`src/hdl/bfsa_pkg.sv`:
```
// ----------------------------------------------------------------------------
// bfsa_pkg
// Types and constants shared by the best-fit segment allocator.
// ----------------------------------------------------------------------------
package bfsa_pkg;

    localparam int ADDR_W = 16;
    localparam int SIZE_W = 17;

    localparam logic [SIZE_W-1:0] POOL_RESET = 17'd40960;
    localparam logic [SIZE_W-1:0] POOL_LIMIT = 17'd65536;

    localparam logic       CMD_ALLOC = 1'b0;
    localparam logic       CMD_FREE  = 1'b1;

    localparam logic [1:0] STAT_OK      = 2'd0;
    localparam logic [1:0] STAT_ZERO    = 2'd1;
    localparam logic [1:0] STAT_NOFIT   = 2'd2;
    localparam logic [1:0] STAT_BADFREE = 2'd3;

    localparam logic       REG_POOL_SIZE = 1'b0;

    typedef struct packed {
        logic              free;
        logic [SIZE_W-1:0] size;
        logic [ADDR_W-1:0] start;
    } t_seg;

    typedef enum logic [3:0] {
        S_INIT,
        S_IDLE,
        S_SCAN,
        S_DECIDE,
        S_MOVE,
        S_WTAIL,
        S_WHEAD,
        S_FNEXT,
        S_FGETN,
        S_FMERGE,
        S_FWRITE,
        S_RESP
    } t_state;

endpackage

```
`src/hdl/bfsa_if.sv`:
```
// ----------------------------------------------------------------------------
// bfsa_if
// Request and response channels of the segment allocator.
// ----------------------------------------------------------------------------
interface bfsa_req_if;
    logic        valid;
    logic        ready;
    logic        cmd;
    logic [15:0] req_size;
    logic [15:0] free_addr;

    modport source (output valid, output cmd, output req_size, output free_addr,
                    input ready);
    modport sink   (input valid, input cmd, input req_size, input free_addr,
                    output ready);
endinterface

interface bfsa_rsp_if;
    logic        valid;
    logic        ready;
    logic [1:0]  status;
    logic [15:0] alloc_addr;

    modport source (output valid, output status, output alloc_addr, input ready);
    modport sink   (input valid, input status, input alloc_addr, output ready);
endinterface

```
`src/hdl/bfsa_seg_ram.sv`:
```
// ----------------------------------------------------------------------------
// bfsa_seg_ram
// Segment table memory: one write port, one registered read port.
// ----------------------------------------------------------------------------
module bfsa_seg_ram #(
    parameter int DEPTH = 64,
    parameter int AW    = 6
) (
    input  logic          i_clk,
    input  logic          i_we,
    input  logic [AW-1:0] i_waddr,
    input  bfsa_pkg::t_seg i_wdata,
    input  logic [AW-1:0] i_raddr,
    output bfsa_pkg::t_seg o_rdata
);

    bfsa_pkg::t_seg r_mem [DEPTH];
    bfsa_pkg::t_seg r_rdata;

    always_ff @(posedge i_clk) begin
        if (i_we) begin
            r_mem[i_waddr] <= i_wdata;
        end
        r_rdata <= r_mem[i_raddr];
    end

    assign o_rdata = r_rdata;

endmodule

```
`src/hdl/best_fit_segment_allocator_core.sv`:
```
// ----------------------------------------------------------------------------
// best_fit_segment_allocator_core
// Best-fit allocator over an address-ordered segment table, with split on
// allocate and merge with free neighbors on release.
//
//   port      dir  kind         payload
//   i_req     in   valid/ready  cmd, req_size, free_addr
//   o_rsp     out  valid/ready  status, alloc_addr
//   APB       in   psel/penable pool_size at address 0
//
// One request at a time. An allocate scans the table and, on a split,
// moves the upper entries up one slot, then writes the tail and head
// entries; a free scans, reads its upper neighbor, merges, then removes
// merged entries the same way, all paced by the single table read port.
// Reset and a pool_size write rebuild entry 0 in the S_INIT state.
// A finished response waits in the output register while o_rsp stalls.
// ----------------------------------------------------------------------------
module best_fit_segment_allocator_core #(
    parameter int MAX_SEGMENTS = 64,
    parameter int HEADER_BYTES = 32
) (
    input  logic        i_clk,
    input  logic        i_rst_n,
    bfsa_req_if.sink    i_req,
    bfsa_rsp_if.source  o_rsp,
    input  logic        psel,
    input  logic        penable,
    input  logic        pwrite,
    input  logic        paddr,
    input  logic [31:0] pwdata,
    output logic [31:0] prdata,
    output logic        pready
);

    localparam int AW = (MAX_SEGMENTS > 1) ? $clog2(MAX_SEGMENTS) : 1;
    localparam int CW = $clog2(MAX_SEGMENTS + 1);
    localparam int SW = bfsa_pkg::SIZE_W;
    localparam int DW = bfsa_pkg::ADDR_W;
    localparam logic [SW-1:0] HDR   = SW'(HEADER_BYTES);
    localparam logic [CW-1:0] C_MAX = CW'(MAX_SEGMENTS);
    localparam logic [CW-1:0] C_ONE = CW'(1);

    bfsa_pkg::t_state r_state, n_state, r_after;

    logic [SW-1:0] r_pool;
    logic [CW-1:0] r_cnt;
    logic [CW-1:0] r_idx;
    logic          r_qv;
    logic [AW-1:0] r_qidx;
    logic          r_cmd;
    logic [15:0]   r_req;
    logic [15:0]   r_where;
    logic          r_found;
    logic [AW-1:0] r_pick;
    bfsa_pkg::t_seg r_best;
    bfsa_pkg::t_seg r_prev;
    logic          r_nv;
    logic          r_nxt;
    logic          r_prv;
    logic [SW-1:0] r_acc;
    logic [AW-1:0] r_mv_src;
    logic [CW-1:0] r_mv_left;
    logic          r_mv_up;
    logic [1:0]    r_mv_dist;
    logic [1:0]    r_status;
    logic [15:0]   r_addr;
    logic          r_ovld;
    logic [1:0]    r_ost;
    logic [15:0]   r_oaddr;

    bfsa_pkg::t_seg q;
    logic          we;
    logic [AW-1:0] waddr;
    bfsa_pkg::t_seg wdata;
    logic [AW-1:0] raddr;

    logic          cfg_wr;
    logic          req_xfer;
    logic          rsp_load;
    logic [SW-1:0] init_size;
    logic [SW-1:0] cfg_val;
    logic          cand;
    logic          hit;
    logic          scan_stop;
    logic          scan_issue;
    logic          scan_done;
    logic          mv_issue;
    logic          mv_done;
    logic          split;
    logic          prv_c;
    logic [1:0]    k_rm;
    logic [CW-1:0] first_rm;
    logic [CW-1:0] pick_w;

    bfsa_seg_ram #(.DEPTH(MAX_SEGMENTS), .AW(AW)) u_ram (
        .i_clk   (i_clk),
        .i_we    (we),
        .i_waddr (waddr),
        .i_wdata (wdata),
        .i_raddr (raddr),
        .o_rdata (q)
    );

    assign pready   = 1'b1;
    assign prdata   = 32'(r_pool);
    assign cfg_wr   = psel && penable && pwrite && (paddr == bfsa_pkg::REG_POOL_SIZE);
    assign cfg_val  = (pwdata[SW-1:0] > bfsa_pkg::POOL_LIMIT) ? bfsa_pkg::POOL_LIMIT
                                                               : pwdata[SW-1:0];
    assign init_size = (r_pool > HDR) ? r_pool - HDR : '0;

    assign i_req.ready      = (r_state == bfsa_pkg::S_IDLE);
    assign req_xfer         = i_req.valid && i_req.ready;
    assign o_rsp.valid      = r_ovld;
    assign o_rsp.status     = r_ost;
    assign o_rsp.alloc_addr = r_oaddr;
    assign rsp_load         = (r_state == bfsa_pkg::S_RESP) && (!r_ovld || o_rsp.ready);

    assign pick_w = CW'(r_pick);

    // scan evaluation of the entry returned by the read port
    assign cand = q.free && (q.size >= SW'(r_req))
                  && (!r_found || (q.size < r_best.size));
    assign hit  = (({1'b0, q.start} + HDR) == {1'b0, r_where});
    assign scan_stop  = r_qv && ((r_cmd == bfsa_pkg::CMD_ALLOC)
                                 ? (cand && (q.size == SW'(r_req))) : hit);
    assign scan_issue = (r_idx < r_cnt) && !scan_stop;
    assign scan_done  = scan_stop || (!scan_issue && !r_qv);

    assign mv_issue = (r_mv_left != '0);
    assign mv_done  = !mv_issue && !r_qv;

    assign split = (r_best.size > (SW'(r_req) + HDR)) && (r_cnt < C_MAX);

    assign prv_c    = (r_pick != '0) && r_prev.free;
    assign k_rm     = {1'b0, r_nxt} + {1'b0, r_prv};
    assign first_rm = r_prv ? pick_w : pick_w + C_ONE;

    always_comb begin
        n_state = r_state;
        case (r_state)
            bfsa_pkg::S_INIT: n_state = bfsa_pkg::S_IDLE;
            bfsa_pkg::S_IDLE: begin
                if (req_xfer) begin
                    if (i_req.cmd == bfsa_pkg::CMD_ALLOC && i_req.req_size == '0) begin
                        n_state = bfsa_pkg::S_RESP;
                    end else begin
                        n_state = bfsa_pkg::S_SCAN;
                    end
                end
            end
            bfsa_pkg::S_SCAN: begin
                if (scan_done) begin
                    if (r_cmd == bfsa_pkg::CMD_ALLOC) begin
                        n_state = bfsa_pkg::S_DECIDE;
                    end else if (scan_stop && !q.free) begin
                        n_state = bfsa_pkg::S_FNEXT;
                    end else begin
                        n_state = bfsa_pkg::S_RESP;
                    end
                end
            end
            bfsa_pkg::S_DECIDE: begin
                if (r_found && split) begin
                    n_state = bfsa_pkg::S_MOVE;
                end else begin
                    n_state = bfsa_pkg::S_RESP;
                end
            end
            bfsa_pkg::S_MOVE:   if (mv_done) n_state = r_after;
            bfsa_pkg::S_WTAIL:  n_state = bfsa_pkg::S_WHEAD;
            bfsa_pkg::S_WHEAD:  n_state = bfsa_pkg::S_RESP;
            bfsa_pkg::S_FNEXT:  n_state = bfsa_pkg::S_FGETN;
            bfsa_pkg::S_FGETN:  n_state = bfsa_pkg::S_FMERGE;
            bfsa_pkg::S_FMERGE: n_state = bfsa_pkg::S_FWRITE;
            bfsa_pkg::S_FWRITE: begin
                n_state = (k_rm == '0) ? bfsa_pkg::S_RESP : bfsa_pkg::S_MOVE;
            end
            bfsa_pkg::S_RESP:   if (rsp_load) n_state = bfsa_pkg::S_IDLE;
            default:            n_state = bfsa_pkg::S_INIT;
        endcase
        if (cfg_wr) begin
            n_state = bfsa_pkg::S_INIT;
        end
    end

    always_comb begin
        we    = 1'b0;
        waddr = '0;
        wdata = '0;
        raddr = '0;
        case (r_state)
            bfsa_pkg::S_INIT: begin
                we    = 1'b1;
                wdata = '{free: 1'b1, size: init_size, start: '0};
            end
            bfsa_pkg::S_SCAN: raddr = r_idx[AW-1:0];
            bfsa_pkg::S_DECIDE: begin
                we    = r_found && !split;
                waddr = r_pick;
                wdata = '{free: 1'b0, size: r_best.size, start: r_best.start};
            end
            bfsa_pkg::S_MOVE: begin
                raddr = r_mv_src;
                we    = r_qv;
                waddr = r_mv_up ? r_qidx + AW'(1) : r_qidx - AW'(r_mv_dist);
                wdata = q;
            end
            bfsa_pkg::S_WTAIL: begin
                we    = 1'b1;
                waddr = r_pick + AW'(1);
                wdata = '{free: 1'b1,
                          size: r_best.size - HDR - SW'(r_req),
                          start: r_best.start + DW'(HEADER_BYTES) + r_req};
            end
            bfsa_pkg::S_WHEAD: begin
                we    = 1'b1;
                waddr = r_pick;
                wdata = '{free: 1'b0, size: SW'(r_req), start: r_best.start};
            end
            bfsa_pkg::S_FNEXT: raddr = r_pick + AW'(1);
            bfsa_pkg::S_FWRITE: begin
                we    = 1'b1;
                waddr = r_prv ? r_pick - AW'(1) : r_pick;
                wdata = '{free: 1'b1, size: r_acc,
                          start: r_prv ? r_prev.start : r_best.start};
            end
            default: ;
        endcase
    end

    always_ff @(posedge i_clk) begin
        if (!i_rst_n) begin
            r_state <= bfsa_pkg::S_INIT;
            r_pool  <= bfsa_pkg::POOL_RESET;
            r_cnt   <= C_ONE;
            r_qv    <= 1'b0;
            r_ovld  <= 1'b0;
        end else begin
            r_state <= n_state;
            if (cfg_wr) begin
                r_pool <= cfg_val;
            end
            case (r_state)
                bfsa_pkg::S_INIT:   r_cnt <= C_ONE;
                bfsa_pkg::S_WHEAD:  r_cnt <= r_cnt + C_ONE;
                bfsa_pkg::S_FWRITE: r_cnt <= r_cnt - CW'(k_rm);
                default: ;
            endcase
            case (r_state)
                bfsa_pkg::S_SCAN: r_qv <= scan_issue;
                bfsa_pkg::S_MOVE: r_qv <= mv_issue;
                default:          r_qv <= 1'b0;
            endcase
            if (rsp_load) begin
                r_ovld <= 1'b1;
            end else if (o_rsp.ready) begin
                r_ovld <= 1'b0;
            end
        end
    end

    always_ff @(posedge i_clk) begin
        if (rsp_load) begin
            r_ost   <= r_status;
            r_oaddr <= r_addr;
        end
        case (r_state)
            bfsa_pkg::S_IDLE: begin
                r_cmd   <= i_req.cmd;
                r_req   <= i_req.req_size;
                r_where <= i_req.free_addr;
                r_idx   <= '0;
                r_found <= 1'b0;
                r_addr  <= '0;
                r_status <= (i_req.cmd == bfsa_pkg::CMD_ALLOC && i_req.req_size == '0)
                            ? bfsa_pkg::STAT_ZERO : bfsa_pkg::STAT_OK;
            end
            bfsa_pkg::S_SCAN: begin
                if (scan_issue) begin
                    r_idx  <= r_idx + C_ONE;
                    r_qidx <= r_idx[AW-1:0];
                end
                if (r_qv) begin
                    if (r_cmd == bfsa_pkg::CMD_ALLOC) begin
                        if (cand) begin
                            r_found <= 1'b1;
                            r_pick  <= r_qidx;
                            r_best  <= q;
                        end
                    end else if (hit) begin
                        r_pick <= r_qidx;
                        r_best <= q;
                    end else begin
                        r_prev <= q;
                    end
                end
                if (scan_done && r_cmd == bfsa_pkg::CMD_FREE && !(scan_stop && !q.free)) begin
                    r_status <= bfsa_pkg::STAT_BADFREE;
                end
            end
            bfsa_pkg::S_DECIDE: begin
                if (!r_found) begin
                    r_status <= bfsa_pkg::STAT_NOFIT;
                end else begin
                    r_addr <= r_best.start + DW'(HEADER_BYTES);
                end
                r_mv_src  <= AW'(r_cnt - C_ONE);
                r_mv_left <= r_cnt - C_ONE - pick_w;
                r_mv_up   <= 1'b1;
                r_mv_dist <= 2'd1;
                r_after   <= bfsa_pkg::S_WTAIL;
            end
            bfsa_pkg::S_MOVE: begin
                if (mv_issue) begin
                    r_mv_src  <= r_mv_up ? r_mv_src - AW'(1) : r_mv_src + AW'(1);
                    r_mv_left <= r_mv_left - C_ONE;
                    r_qidx    <= r_mv_src;
                end
            end
            bfsa_pkg::S_FNEXT: r_nv <= (pick_w + C_ONE) < r_cnt;
            bfsa_pkg::S_FGETN: begin
                r_nxt <= r_nv && q.free;
                r_acc <= (r_nv && q.free) ? r_best.size + HDR + q.size : r_best.size;
            end
            bfsa_pkg::S_FMERGE: begin
                r_prv <= prv_c;
                if (prv_c) begin
                    r_acc <= r_acc + HDR + r_prev.size;
                end
            end
            bfsa_pkg::S_FWRITE: begin
                r_mv_src  <= AW'(first_rm + CW'(k_rm));
                r_mv_left <= r_cnt - first_rm - CW'(k_rm);
                r_mv_up   <= 1'b0;
                r_mv_dist <= k_rm;
                r_after   <= bfsa_pkg::S_RESP;
            end
            default: ;
        endcase
    end

    a_cnt_range: assert property (@(posedge i_clk) disable iff (!i_rst_n)
        (r_state != bfsa_pkg::S_INIT) |-> (r_cnt != '0 && r_cnt <= C_MAX))
        else $error("segment count out of range");

    a_addr_zero: assert property (@(posedge i_clk) disable iff (!i_rst_n)
        (o_rsp.valid && o_rsp.status != bfsa_pkg::STAT_OK) |-> (o_rsp.alloc_addr == '0))
        else $error("address on failed request");

    a_rsp_src: assert property (@(posedge i_clk) disable iff (!i_rst_n)
        $rose(r_ovld) |-> ($past(r_state) == bfsa_pkg::S_RESP))
        else $error("response loaded outside response state");

endmodule

```
`src/flat_wrapper.sv`:
```
// flat-port wrapper written by rule: the top's interface ports become plain ports
module best_fit_segment_allocator_core_flat 
#(
    parameter int MAX_SEGMENTS = 64,
    parameter int HEADER_BYTES = 32
)
  (i_clk, i_rst_n, psel, penable, pwrite, paddr, pwdata, prdata, pready, i_req_valid, i_req_cmd, i_req_req_size, i_req_free_addr, i_req_ready, o_rsp_valid, o_rsp_status, o_rsp_alloc_addr, o_rsp_ready);
  bfsa_req_if i_req_i ();
  bfsa_rsp_if o_rsp_i ();
  input  logic i_clk;
  input  logic i_rst_n;
  input  logic psel;
  input  logic penable;
  input  logic pwrite;
  input  logic paddr;
  input  logic [31:0] pwdata;
  output logic [31:0] prdata;
  output logic pready;
  input wire logic [$bits(i_req_i.valid)-1:0] i_req_valid;
  input wire logic [$bits(i_req_i.cmd)-1:0] i_req_cmd;
  input wire logic [$bits(i_req_i.req_size)-1:0] i_req_req_size;
  input wire logic [$bits(i_req_i.free_addr)-1:0] i_req_free_addr;
  output wire logic [$bits(i_req_i.ready)-1:0] i_req_ready;
  output wire logic [$bits(o_rsp_i.valid)-1:0] o_rsp_valid;
  output wire logic [$bits(o_rsp_i.status)-1:0] o_rsp_status;
  output wire logic [$bits(o_rsp_i.alloc_addr)-1:0] o_rsp_alloc_addr;
  input wire logic [$bits(o_rsp_i.ready)-1:0] o_rsp_ready;
  assign i_req_i.valid = i_req_valid;
  assign i_req_i.cmd = i_req_cmd;
  assign i_req_i.req_size = i_req_req_size;
  assign i_req_i.free_addr = i_req_free_addr;
  assign i_req_ready = i_req_i.ready;
  assign o_rsp_valid = o_rsp_i.valid;
  assign o_rsp_status = o_rsp_i.status;
  assign o_rsp_alloc_addr = o_rsp_i.alloc_addr;
  assign o_rsp_i.ready = o_rsp_ready;
  best_fit_segment_allocator_core #(.MAX_SEGMENTS(MAX_SEGMENTS), .HEADER_BYTES(HEADER_BYTES)) u_core (.i_clk(i_clk), .i_rst_n(i_rst_n), .i_req(i_req_i), .o_rsp(o_rsp_i), .psel(psel), .penable(penable), .pwrite(pwrite), .paddr(paddr), .pwdata(pwdata), .prdata(prdata), .pready(pready));
endmodule
```
`config.mk`:
```
export PLATFORM = sky130hd
export DESIGN_NAME = best_fit_segment_allocator_core_flat
export DESIGN_NICKNAME = d
export VERILOG_FILES = /design/src/hdl/bfsa_pkg.sv /design/src/hdl/bfsa_if.sv /design/src/hdl/bfsa_seg_ram.sv /design/src/hdl/best_fit_segment_allocator_core.sv /design/src/flat_wrapper.sv
export SDC_FILE = /design/constraint.sdc
export NUM_CORES = 2
export LEC_CHECK = 0
export BUFFER_PORTS_ARGS = -buffer_cell sky130_fd_sc_hd__buf_4
export CORE_MARGIN = 2
export CORE_UTILIZATION = 40
export DETAILED_ROUTE_END_ITERATION = 12
export SLEW_MARGIN = 25
export SYNTH_ARGS = -nofsm -noshare
export SYNTH_HDL_FRONTEND = slang
export SYNTH_SLANG_ARGS = --single-unit
```
`constraint.sdc`:
```
create_clock -name i_clk -period 9.3 [get_ports i_clk]
set_input_delay 0.465 -clock i_clk [delete_from_list [all_inputs] [get_ports i_clk]]
set_output_delay 0.465 -clock i_clk [all_outputs]
set_load 0.03 [all_outputs]
```
==> flow_summary.yaml <==
outcome:
  outcome: "completed"
synth:
  synth.most_common_cell: "edfxtp_1"
  yosys.area.top_type: "edfxtp_1"
  synth_area_leaders: "edfxtp_1 70%, mux4_2 6.1%, nand2_1 4.5%"
  synth_edf_count: 2369
  synth-seq-cells: 2433
  synth_ff_type: "edfxtp_1"
  syn_area_per_cell_um2: 14.8
  synth.distinct_cells: 76
  yosys_warnings: 0
  yosysSeqAreaShare_pct: 71.5
  syn_inst: 6834
  synthDominantCellAreaShare_pct: 70.2
  async_flop_share_pct: 0
  synthTopCellsByCount: "2,369 x edfxtp_1, 1,210 x nand2_1, 905 x nand3_1"
  syn-cell-area_um2: 101000
power_and_ir_drop:
  switchingPower_mw: 10.5
  seqPwrFrac_pct: 44.7
  p_clk_share_pct: 29.7
  internal-power_mw: 21.9
  ir_worst_vdd_uv: 263
  leakage_nw: 39.0
  p_sw_share_pct: 32.5
  p_per_area_nw_per_um2: 281
  comb_power_share_pct: 25.6
timing:
  finClkSkew_ns: 0.135
  relSlewSlack_pct: 24.3
  hold_viol: 0
  fin_ws_ns: 2.94
  fmax_ghz: 0.157
  rsz0062_at_grt: "no"
  fin_crit_sh_pct: 68.4
  worstMarginPinSlew_ns: 1.13
  finalMaxSlewViolations: 0
  setup_viol: 0
  fin_crit_ns: 6.36
  finalHoldWorstSlack_ns: 0.0870
  tns_ns: 0
critical_path:
  required_ns: 9.80
  slowest_stage: "nand3_1"
  worstSetupPathType: "flip-flop to flip-flop"
  crit_family: "simple AND/OR/NAND/NOR gates"
  cpMostUsedCell: "nand3_1"
  max_stage_delay_ns: 0.97
  startpoint_type: "flip-flop"
  worst-endpoint-arrival_ns: 6.85
  r2r_slack_ns: 2.94
  cp-end-kind: "flip-flop"
  crit_fanout: 20
  critPathBufInv: 1
  crit_chain: "nand3_1, nor2_1, nand2_1, nor3_1, nand3_1, xnor2_1, ha_1, a21o_1, a21o_1, a21oi_1, o21a_1, a221oi_1, o2111ai_2, nand3_1, nor2_4, buf_4"
hold_path:
  hp-class: "input pin to flip-flop"
layout:
  layout.cells.non_filler: 10600
  final-seq-area_um2: 72400
  area_growth_pct: 14.0
  multi_input_area_um2: 27700
  fin_area_um2: 115000
  nets: 7316
  drive_gt1_share_pct: 14.0
  n_fill_cell: 21600
clock_network:
  postCtsSetupRepairBufs: 0
  cts_resized: 0
  clock_path_buffers: 3
  cts_tree: "built"
  clk_pin_slew_ns: 0.07
  cts-root-buf: "clkbuf_16"
  cts_buffers: 231
  clock_latency_ns: 0.92
  clock_sinks: 2433
  postCtsHoldBufs: 51
  cts-htree-levels: 4
place:
  dp_hpwl_mm: 160
  dp_cells: 10100
  port_buffers: 94
  placed_area_um2: 107000
  dpl_worst_slack_ns: 2.72
  gp_congestion: 0.885
detailed_routing:
  dr.pass1.iters: 10
  vias: 60100
  wl_per_cell_um: 25.5
  drt_iter0_drc: 6457
  via_per_inst: 5.68
  drt_wl_total_mm: 270
  drc: 0
  ant_nets: 0
die:
  core_um2: 252000
  num_rows: 184
  initial_core_util_pct: 40.3
  die-width_um: 507
  die_h_um: 507
  dieArea_um2: 257000
  ios: 126
global_routing:
  antenna_found_initial: 5
  grt_pass1_vias: 59000
  grt_usage_pct: 20.6
  overflow: 0
  grt_max_degree: 152
  grt_pass1_wl_mm: 396
run:
  max_cap_viol_count: 0
## cell type report
type / count / share of cell area, %
Sequential cell: 2433 / 62.7
Multi-Input combinational cell: 3883 / 24.0
Clock buffer: 299 / 5.37
Tap cell: 3348 / 3.63
Timing Repair Buffer: 314 / 2.41
Clock inverter: 139 / 1.43
Inverter: 154 / 0.501
Antenna cell: 2 / 0.00433
## tightest hold or removal path: cells and delay by family
family                 cells  cell delay (ns)
AO/OA/AOI/OAI              1             0.06
buffers and inverters      1             0.08
AND/OR/NAND/NOR            2             0.25
## cell families (layout without fill, tap and decap cells)
kind of cell	after synthesis	in the layout	share of synthesized area, %
compound gates	730	730	5.08
mux	285	285	6.20
flops	2433	2433	71.5
fa+ha+maj	226	226	2.89
simple gates	2477	2477	10.8
xor+xnor	149	149	1.29
other cells	2	18	0.00741
buf+inv	532	906	2.27
## registers in the layout, indices dropped and copies added (netlist names), 4 cells and up
name	count
u_core.r_mv_left	7
u_core.r_best	33
u_core.r_acc	17
u_core.u_ram.o_rdata	34
u_core.r_idx	7
u_core.r_cnt	7
u_core.u_ram.r_mem	2176
u_core.r_mv_src	6
u_core.o_rsp.alloc_addr	16
u_core.r_qidx	6
u_core.r_where	16
u_core.r_pool	17
u_core.r_state	4
u_core.r_req	16
u_core.r_prev	34
u_core.r_addr	16
u_core.r_pick	6
## final timing paths
check / start / endpoint / cells after the start
max reg2reg: u_core.r_req[7] / u_core.u_ram.r_mem[51][8] / 16
max: u_core.r_req[7] / u_core.u_ram.r_mem[51][8] / 16
min reg2reg: u_core.r_addr[10] / u_core.o_rsp.alloc_addr[10] / 0
min: pwdata[9] / u_core.r_pool[9] / 4
## per-stage QoR
| stage | power (mW) | utilization, % |
|---|---|---|
| 3_3_place_gp | 22.8 | 42.5 |
| 2_1_floorplan | 19.7 | - |
| 6_report | 32.5 | 45.9 |
| 5_1_grt | 33.7 | 45.9 |
| 3_5_place_dp | 22.9 | 42.6 |
| 4_1_cts | 32.5 | 45.9 |
## power groups by stage
stage | registers (mW) | clock network, mW | logic (mW)
2_1_floorplan | 14.5 | 0 | 5.15
3_3_place_gp | 14.7 | 0 | 8.07
3_5_place_dp | 14.7 | 0 | 8.23
4_1_cts | 14.5 | 9.79 | 8.28
5_1_grt | 14.5 | 10.2 | 8.99
6_report | 14.5 | 9.64 | 8.32
## layout by cell type, fill, tap and decap left out, types with 17 or more instances in the layout
cell type and instances:
nand3_1 899, o21ai_0 70, mux4_2 274, nand2_1 1205
clkbuf_16 231, a22oi_1 169, clkbuf_1 52, xnor2_1 96
a2111o_1 34, nor2_1 103, clkinv_1 48, a21oi_1 111
xor2_1 53, bufinv_16 26, nor2_4 70, a222oi_1 22
a31oi_1 109, a211oi_1 20, nor3_1 36, and3_1 22
and2_1 17, clkinv_2 40, dfxtp_1 64, inv_1 152
nand4_1 21, ha_1 213, buf_4 242, o21a_1 17
edfxtp_1 2369, nor2b_1 19, a21o_1 39, dlygate4sd3_1 51
buf_12 17
## layer usage
metal | part of all wire [%] | GRT usage (%) | vias up
li1 | - | - | 26500
met2 | 47 | 32.5 | 2451
met5 | 0 | 0 | -
met4 | 1.8 | 4.56 | 0
met1 | 43 | 29.7 | 30800
met3 | 8.4 | 3.95 | 337
(Power assumes the default switching activity.)
